===== config.mk =====
export PLATFORM = sky130hd
export DESIGN_NAME = matrix_multiply_engine_core
export DESIGN_NICKNAME = d
export VERILOG_FILES = /design/src/design/mme_pkg.sv /design/src/design/matrix_multiply_engine_core.sv
export VERILOG_INCLUDE_DIRS = /design/src /design/src/design
export SDC_FILE = /design/constraint.sdc
export NUM_CORES = 2
export LEC_CHECK = 0
export BUFFER_PORTS_ARGS = -buffer_cell sky130_fd_sc_hd__buf_2
export CAP_MARGIN = 25
export CORE_MARGIN = 2
export CORE_UTILIZATION = 25
export DETAILED_ROUTE_END_ITERATION = 12
export GPL_TIMING_DRIVEN = 0
export HOLD_SLACK_MARGIN = 0.03
export SETUP_SLACK_MARGIN = 0.15
export SLEW_MARGIN = 20
export SYNTH_ARGS = -nofsm -noshare
export SYNTH_HDL_FRONTEND = slang
export SYNTH_SLANG_ARGS = --single-unit

===== constraint.sdc =====
create_clock -name clk_i -period 13.2 [get_ports clk_i]
set_input_delay 1.98 -clock clk_i [delete_from_list [all_inputs] [get_ports clk_i]]
set_output_delay 1.98 -clock clk_i [all_outputs]
set_load 0.005 [all_outputs]

===== src/design/matrix_multiply_engine_core_macros.svh =====
// ----------------------------------------------------------------------------
// matrix_multiply_engine_core_macros.svh
// Assertion shorthands for the matrix multiply engine.
// ----------------------------------------------------------------------------
`ifndef MATRIX_MULTIPLY_ENGINE_CORE_MACROS_SVH
`define MATRIX_MULTIPLY_ENGINE_CORE_MACROS_SVH

// Same-cycle implication, checked out of reset.
`define MME_ASSERT_NOW(lbl, ante, cons, msg) \
  lbl: assert property (@(posedge clk_i) disable iff (!rst_ni) (ante) |-> (cons)) \
    else $error(msg);

// Next-cycle implication, checked out of reset.
`define MME_ASSERT_NXT(lbl, ante, cons, msg) \
  lbl: assert property (@(posedge clk_i) disable iff (!rst_ni) (ante) |=> (cons)) \
    else $error(msg);

`endif


===== src/design/mme_pkg.sv =====
// ----------------------------------------------------------------------------
// mme_pkg
// Types and codes shared by the matrix multiply engine.
// ----------------------------------------------------------------------------
package mme_pkg;

  // Input item operation
  typedef enum logic [1:0] {
    MODE_LOAD_A  = 2'd0,
    MODE_LOAD_B  = 2'd1,
    MODE_COMPUTE = 2'd2
  } mme_mode_e;

  // Configuration register indexes
  typedef enum logic [1:0] {
    CFG_ROWS_M  = 2'd0,
    CFG_INNER_K = 2'd1,
    CFG_COLS_N  = 2'd2
  } mme_cfg_e;

  typedef enum logic [1:0] {
    ST_IDLE,
    ST_READ,
    ST_DRAIN,
    ST_EMIT
  } mme_state_e;

  localparam int unsigned DIM_W   = 4;
  localparam int unsigned IDX_W   = 6;
  localparam int unsigned CNT_W   = 3;
  localparam int unsigned ELEM_W  = 16;
  localparam int unsigned PROD_W  = 32;
  localparam int unsigned ACC_W   = 40;
  localparam int unsigned DEPTH   = 64;

  typedef struct packed {
    logic [1:0]               mode;
    logic [IDX_W-1:0]         elem_index;
    logic signed [ELEM_W-1:0] elem_value;
  } mme_in_t;

  typedef struct packed {
    logic [CNT_W-1:0]        out_row;
    logic [CNT_W-1:0]        out_col;
    logic signed [ACC_W-1:0] dot_value;
    logic                    last;
  } mme_out_t;

endpackage


===== src/design/matrix_multiply_engine_core.sv =====
// ----------------------------------------------------------------------------
// matrix_multiply_engine_core
// C = A * B on up to 8x8 Q8.8 matrices held in two local stores; one shared
// multiply-accumulate unit walks every dot product, results in Q24.16.
// ----------------------------------------------------------------------------
//  channel | direction | handshake                 | payload
//  --------+-----------+---------------------------+-----------------------
//  cfg     | in        | cfg_we_i                  | cfg_idx_i, cfg_data_i
//  in      | in        | in_valid_i / in_stall_o   | in_data_i  (mme_in_t)
//  out     | out       | out_valid_o / out_stall_i | out_data_o (mme_out_t)
//
//  Loads of A or B transfer back to back whenever no compute item is in
//  progress. A compute item has the single MAC unit take one k step per
//  cycle, then drain store read, multiply and accumulate, and hold each
//  result in the output register until it transfers.
//  in_stall_o is high from the compute transfer until the last result leaves.
//  Output stalls hold the sequencer in place. Reset clears control only; the
//  stores hold nothing defined until written.
// ----------------------------------------------------------------------------
module matrix_multiply_engine_core #(
  parameter int unsigned MAX_DIM = 8
) (
  input  logic               clk_i,
  input  logic               rst_ni,
  input  logic               cfg_we_i,
  input  logic [1:0]         cfg_idx_i,
  input  logic [3:0]         cfg_data_i,
  input  logic               in_valid_i,
  output logic               in_stall_o,
  input  mme_pkg::mme_in_t   in_data_i,
  output logic               out_valid_o,
  input  logic               out_stall_i,
  output mme_pkg::mme_out_t  out_data_o
);
  import mme_pkg::*;

  // Configuration
  logic [DIM_W-1:0] rows_m_q, inner_k_q, cols_n_q;
  logic [DIM_W-1:0] m_dim, k_dim, n_dim;

  always_ff @(posedge clk_i or negedge rst_ni) begin
    if (!rst_ni) begin
      rows_m_q  <= DIM_W'(8);
      inner_k_q <= DIM_W'(8);
      cols_n_q  <= DIM_W'(8);
    end else if (cfg_we_i) begin
      case (cfg_idx_i)
        CFG_ROWS_M:  rows_m_q  <= cfg_data_i;
        CFG_INNER_K: inner_k_q <= cfg_data_i;
        CFG_COLS_N:  cols_n_q  <= cfg_data_i;
        default: ;
      endcase
    end
  end

  // Saturate dimensions at use: zero acts as one, large values as MAX_DIM
  always_comb begin
    m_dim = rows_m_q;
    k_dim = inner_k_q;
    n_dim = cols_n_q;
    if (m_dim == '0) m_dim = DIM_W'(1);
    if (k_dim == '0) k_dim = DIM_W'(1);
    if (n_dim == '0) n_dim = DIM_W'(1);
    if (m_dim > DIM_W'(MAX_DIM)) m_dim = DIM_W'(MAX_DIM);
    if (k_dim > DIM_W'(MAX_DIM)) k_dim = DIM_W'(MAX_DIM);
    if (n_dim > DIM_W'(MAX_DIM)) n_dim = DIM_W'(MAX_DIM);
  end

  logic [CNT_W-1:0] m_last, k_last, n_last;
  assign m_last = CNT_W'(m_dim - DIM_W'(1));
  assign k_last = CNT_W'(k_dim - DIM_W'(1));
  assign n_last = CNT_W'(n_dim - DIM_W'(1));

  // Sequencer
  mme_state_e       state_q, state_d;
  logic [CNT_W-1:0] i_q, i_d, j_q, j_d, p_q, p_d;
  logic [IDX_W-1:0] a_base_q, a_base_d, a_addr_q, a_addr_d, b_addr_q, b_addr_d;
  logic             out_valid_q, out_valid_d;
  logic             rd_vld_q, prod_vld_q;
  logic             in_xfer, out_xfer, issue, acc_clr, out_load, elem_last;

  assign in_xfer   = in_valid_i && !in_stall_o;
  assign out_xfer  = out_valid_q && !out_stall_i;
  assign elem_last = (i_q == m_last) && (j_q == n_last);

  always_comb begin
    state_d     = state_q;
    i_d         = i_q;
    j_d         = j_q;
    p_d         = p_q;
    a_base_d    = a_base_q;
    a_addr_d    = a_addr_q;
    b_addr_d    = b_addr_q;
    out_valid_d = out_valid_q;
    issue       = 1'b0;
    acc_clr     = 1'b0;
    out_load    = 1'b0;
    case (state_q)
      ST_IDLE: begin
        if (in_xfer && in_data_i.mode == MODE_COMPUTE) begin
          state_d  = ST_READ;
          i_d      = '0;
          j_d      = '0;
          p_d      = '0;
          a_base_d = '0;
          a_addr_d = '0;
          b_addr_d = '0;
          acc_clr  = 1'b1;
        end
      end
      ST_READ: begin
        issue    = 1'b1;
        p_d      = p_q + CNT_W'(1);
        a_addr_d = a_addr_q + IDX_W'(1);
        b_addr_d = b_addr_q + IDX_W'(n_dim);
        if (p_q == k_last) begin
          state_d = ST_DRAIN;
        end
      end
      ST_DRAIN: begin
        if (!rd_vld_q && !prod_vld_q) begin
          out_load    = 1'b1;
          out_valid_d = 1'b1;
          state_d     = ST_EMIT;
        end
      end
      ST_EMIT: begin
        if (out_xfer) begin
          out_valid_d = 1'b0;
          if (out_data_o.last) begin
            state_d = ST_IDLE;
          end else begin
            state_d = ST_READ;
            p_d     = '0;
            acc_clr = 1'b1;
            if (j_q == n_last) begin
              j_d      = '0;
              i_d      = i_q + CNT_W'(1);
              a_base_d = a_base_q + IDX_W'(k_dim);
            end else begin
              j_d = j_q + CNT_W'(1);
            end
            a_addr_d = a_base_d;
            b_addr_d = IDX_W'(j_d);
          end
        end
      end
      default: state_d = ST_IDLE;
    endcase
  end

  always_ff @(posedge clk_i or negedge rst_ni) begin
    if (!rst_ni) begin
      state_q     <= ST_IDLE;
      out_valid_q <= 1'b0;
      rd_vld_q    <= 1'b0;
      prod_vld_q  <= 1'b0;
    end else begin
      state_q     <= state_d;
      out_valid_q <= out_valid_d;
      rd_vld_q    <= issue;
      prod_vld_q  <= rd_vld_q;
    end
  end

  always_ff @(posedge clk_i) begin
    i_q      <= i_d;
    j_q      <= j_d;
    p_q      <= p_d;
    a_base_q <= a_base_d;
    a_addr_q <= a_addr_d;
    b_addr_q <= b_addr_d;
  end

  // Element stores, one write and one registered read port each
  logic signed [ELEM_W-1:0] a_mem [DEPTH];
  logic signed [ELEM_W-1:0] b_mem [DEPTH];
  logic signed [ELEM_W-1:0] a_rd_q, b_rd_q;

  always_ff @(posedge clk_i) begin
    if (in_xfer && in_data_i.mode == MODE_LOAD_A) begin
      a_mem[in_data_i.elem_index] <= in_data_i.elem_value;
    end
    a_rd_q <= a_mem[a_addr_q];
  end

  always_ff @(posedge clk_i) begin
    if (in_xfer && in_data_i.mode == MODE_LOAD_B) begin
      b_mem[in_data_i.elem_index] <= in_data_i.elem_value;
    end
    b_rd_q <= b_mem[b_addr_q];
  end

  // Shared MAC: multiply stage, then accumulate
  logic signed [PROD_W-1:0] prod_q;
  logic signed [ACC_W-1:0]  acc_q;
  mme_out_t                 out_q;

  always_ff @(posedge clk_i) begin
    prod_q <= a_rd_q * b_rd_q;
    if (acc_clr) begin
      acc_q <= '0;
    end else if (prod_vld_q) begin
      acc_q <= acc_q + ACC_W'(prod_q);
    end
    if (out_load) begin
      out_q.out_row   <= i_q;
      out_q.out_col   <= j_q;
      out_q.dot_value <= acc_q;
      out_q.last      <= elem_last;
    end
  end

  assign in_stall_o  = (state_q != ST_IDLE);
  assign out_valid_o = out_valid_q;
  assign out_data_o  = out_q;

`include "matrix_multiply_engine_core_macros.svh"

  `MME_ASSERT_NOW(a_idle_no_result, !in_stall_o, !out_valid_o, "result pending while idle")
  `MME_ASSERT_NOW(a_idle_pipe_empty, state_q == ST_IDLE, !rd_vld_q && !prod_vld_q, "MAC busy")
  `MME_ASSERT_NOW(a_read_no_result, state_q == ST_READ, !out_valid_q, "result held during reads")
  `MME_ASSERT_NXT(a_last_to_idle, out_xfer && out_data_o.last, !in_stall_o, "not idle after last")

endmodule


==> impl_summary.md <==
STA
The clock skew after layout is 77.0 ps. The number of max-slew violations in the final report is 0. The number of hold-slack violations in the final timing report is 0.

Setup repair after global routing left no endpoint under its margin. Across all hold checks on the routed design, the worst slack comes to 432 ps. In the finished design, the share of the clock period the worst path needs comes to 0.528. At the pin with the least slew margin, the transition time is 1090 ps. After routing, the total negative slack on setup checks comes to 0 ps. The maximum frequency from static timing analysis is 144 MHz. The number of setup violations in the final report is 0. Measured against its own limit, the worst slew margin works out to 0.272. The post-route minimum period is 6970 ps.

Cells and area
The net count of the finished layout is 6255. In the final layout, the share of cells above drive strength 1 is 0.221. Registers take 66200 um2. The layout has 37553 filler cells. The combined area of the multi-input logic cells is 28900 um2. The synthesis-to-finish area growth is 17.3%.

Floorplan
For this configuration, the core starts out at a cell density of 0.251. The number of top-level pins is 84. From left edge to right edge, the die measures 627 um.

The area inside the core boundary is 386000 um2. The overall die area is 393000 um2. The floorplan step set the die height to 627 um. Row generation in the floorplan step produced 228 rows.

Worst setup path
The critical path buffer and inverter count is 6. The start-to-end type of the worst setup path is reg -> reg. The element type at the critical path start is a flip-flop. Among all stages on the critical path, the largest delay is contributed by dfxtp_1. The peak fanout along the critical path is 10. The most prevalent standard cell on the critical path is fa_1. The path length in cells of the critical path is 23. STA puts the critical path data required time at 13910 ps. On the critical path the largest part of the delay comes from adder cells. STA classifies the critical path endpoint as a flip-flop.

Walking the worst path, the cells encountered are clkbuf_1 > nand2_1 > fa_1 > inv_1 > fa_1 > inv_1 > fa_1 > inv_1 > fa_1 > fa_1 > inv_1 > fa_1 > inv_1 > ha_1 > nand2_1 > nor3_1 > nand3_1 > a31oi_1 > a21oi_1 > a31oi_1 > a211o_1 > a21oi_1 > xnor2_1. The peak per-stage delay on the critical path is 680 ps. For the worst flop-to-flop path, the logic depth is 23.

Data on the critical path arrives at its endpoint at 7680 ps.

Min path
Along the worst hold path, the cell count comes to 0. The worst hold path belongs to the class reg -> reg.

Global routing
The residual overflow from global routing is 0. The initial antenna violation count came to 27. The pin count of the biggest net entering global routing is 89. The first global-routing pass estimated 364 mm of wire. The number of global-route vias before repair came to 51612. For this run, the total global-route usage over all layers was measured as 0.126.

Yosys
Yosys mapped a number of flops with a built-in enable equal to 2122. The mean area per synthesized cell is 18.1 um2. The cell type contributing the most total cell area after synthesis is edfxtp_1.

In the post-synthesis netlist, the biggest area contributors are edfxtp_1 (66%), mux4_2 (11%), fa_1 (5.5%). Counting flops and latches in the post-synthesis netlist gives 2243. Counting every net in the synthesized netlist gives 5812.

The share of synthesized area in the top cell type comes to 0.657. The number of standard cells after synthesis is 5371. Of all flip-flops after synthesis, the portion carrying an async set or reset was 0.00758. The portion of the post-synthesis area used by sequential elements is 0.683. The cell area after technology mapping is 97000 um2. Counting distinct cell types in the post-synthesis netlist gives 72. The predominant post-synthesis flop cell is edfxtp_1.

The number of warnings issued by yosys is 0.

Routing
The mean routed wirelength per cell is 22.6 um. The length of the first detailed-routing pass in iterations is 6. In this run, the number of DRC markers left after iteration 0 of detailed routing was 5554.

The detail route stage leaves a number of antenna-violating nets equal to 0. In the routed design, unresolved DRC markers number 0. The number of vias in the routed layout is 50933. Using the TritonRoute via totals, the vias-per-cell ratio works out to 4.56. Summed over all layers, the routed wires come to 252 mm.

Clocking
Clock tree synthesis found a total of 2243 sinks. The number of clock buffers added by TritonCTS is 226. CTS placed an instance of clkbuf_16 at the clock tree root.

The clock-pin slew on the worst setup and hold paths is 70 ps. The total of cells resized after clock tree synthesis is 0. The maximum root-to-sink buffer count is 4. The clock reaches the later pin of the worst-skew pair after 910 ps. The TritonCTS clock tree is yes.

The deepest level of the CTS H-tree is 4. The number of setup buffers added after CTS is 0. The hold buffer count at cts is 0.

Placement
The count of input and output buffers is 80. The final weighted congestion in routability-driven placement is 0.882. The placed wire-length estimate is 180 mm.

Job
The number of maximum-capacitance violations is 0.

Outcome
The flow ran to the end, and the final reports show no timing, DRC or antenna violations.
final timing paths:
| path | from | endpoint | slack, ps |
|---|---|---|---|
| worst max register to register | b_rd_q[7] | prod_q[30] | 6230 |
| min in group asynchronous | rst_ni | cols_n_q[0] | 1060 |
| worst max-delay path | b_rd_q[7] | prod_q[30] | 6230 |
| max in group asynchronous | rst_ni | rows_m_q[3] | 11800 |
| worst min-delay path | rd_vld_q | prod_vld_q | 430 |
| worst min register to register | rd_vld_q | prod_vld_q | 430 |
routing by layer:
layer / track usage / wire length [um] / vias up
met5: 0 / 112 / -
met4: 0.0344 / 7070 / 16
met3: 0.0229 / 18500 / 366
met2: 0.215 / 125000 / 1923
met1: 0.163 / 102000 / 26824
li1: - / - / 21804
synthesized netlist by cell type (all sizes together) (6+ instances only):
cell type / number
a21oi: 194
nor3: 19
o211ai: 9
xor2: 28
ha: 141
dfrtp: 14
o221ai: 65
a211oi: 18
o21bai: 8
and2: 132
fa: 265
nor2: 229
o21ai: 110
and3: 9
buf: 95
nand2: 255
edfxtp: 2122
dfxtp: 104
clkbuf: 157
nand2b: 16
inv: 311
a2111oi: 8
a31oi: 6
mux4: 480
a21o: 38
xnor2: 53
o22ai: 73
o21a: 9
mux2: 77
nor2b: 16
nand3b: 9
mux2i: 213
nand3: 26
area by class of cell:
cell class,count,area share
multi-input combinational,2565,0.254
tap,5175,0.0569
buffer,252,0.00941
clock inverter,145,0.0137
sequential,2243,0.582
clock buffer,266,0.0514
timing repair buffer,215,0.0219
antenna,7,0.000154
inverter,311,0.0103
kinds of logic (layout without fill, tap and decap cells):
family | after synthesis | count (layout) | synth area share
AOI/OAI and AO/OA | 569 | 569 | 0.0369
buffers and inverters | 563 | 1189 | 0.0229
other | 0 | 7 | 0
and+or+nand+nor | 739 | 739 | 0.0352
muxes | 770 | 770 | 0.142
DFF | 2243 | 2243 | 0.683
xor gates and xnor gates | 81 | 81 | 0.00731
adders and majority gates | 406 | 406 | 0.0729
worst reg2reg max path, stage by stage, from the launching register on:
cell and delay [ps]:
dfxtp_1 680, clkbuf_1 540, nand2_1 170, fa_1 570, inv_1 60, fa_1 500, inv_1 50, fa_1 530
inv_1 50, fa_1 500, fa_1 500, inv_1 50, fa_1 470, inv_1 40, ha_1 370, nand2_1 110
nor3_1 200, nand3_1 140, a31oi_1 360, a21oi_1 200, a31oi_1 370, a211o_1 190, a21oi_1 70, xnor2_1 130
flip-flops by register name, indices dropped and copies added, names as in the netlist, 3 cells and up:
name,flops
b_addr_q,6
out_data_o,47
inner_k_q,4
acc_q,40
b_mem,1024
a_addr_q,6
cols_n_q,4
a_base_q,6
i_q,3
rows_m_q,4
a_mem,1024
j_q,3
b_rd_q,16
p_q,3
prod_q,32
a_rd_q,16
metrics by stage:
stage	instances	setup WS (ps)	util	cell area, um2
2_1_floorplan	5371	7350	-	97000
3_3_place_gp	10626	5160	0.269	104000
3_5_place_dp	10760	6300	0.275	106000
4_1_cts	11171	6270	0.295	114000
5_1_grt	11174	5950	0.295	114000
6_report	11179	6230	0.295	114000
placed cells by master (no fill, tap or decap), types with 78 or more instances in the layout:
cell type  count
edfxtp_1    2122
nand2_1      255
buf_6         78
mux4_2       480
ha_1         141
o21ai_0      107
buf_2        122
dfxtp_1      104
clkbuf_1     182
fa_1         265
inv_1        311
and2_1       132
a21oi_1      191
clkbuf_16    226
nor2_2       129
mux2i_1      213
nor2_1       100
Power is left out: the tool's default activity adds up to more than one toggle a clock period on the data nets, which glitch-free logic cannot reach.
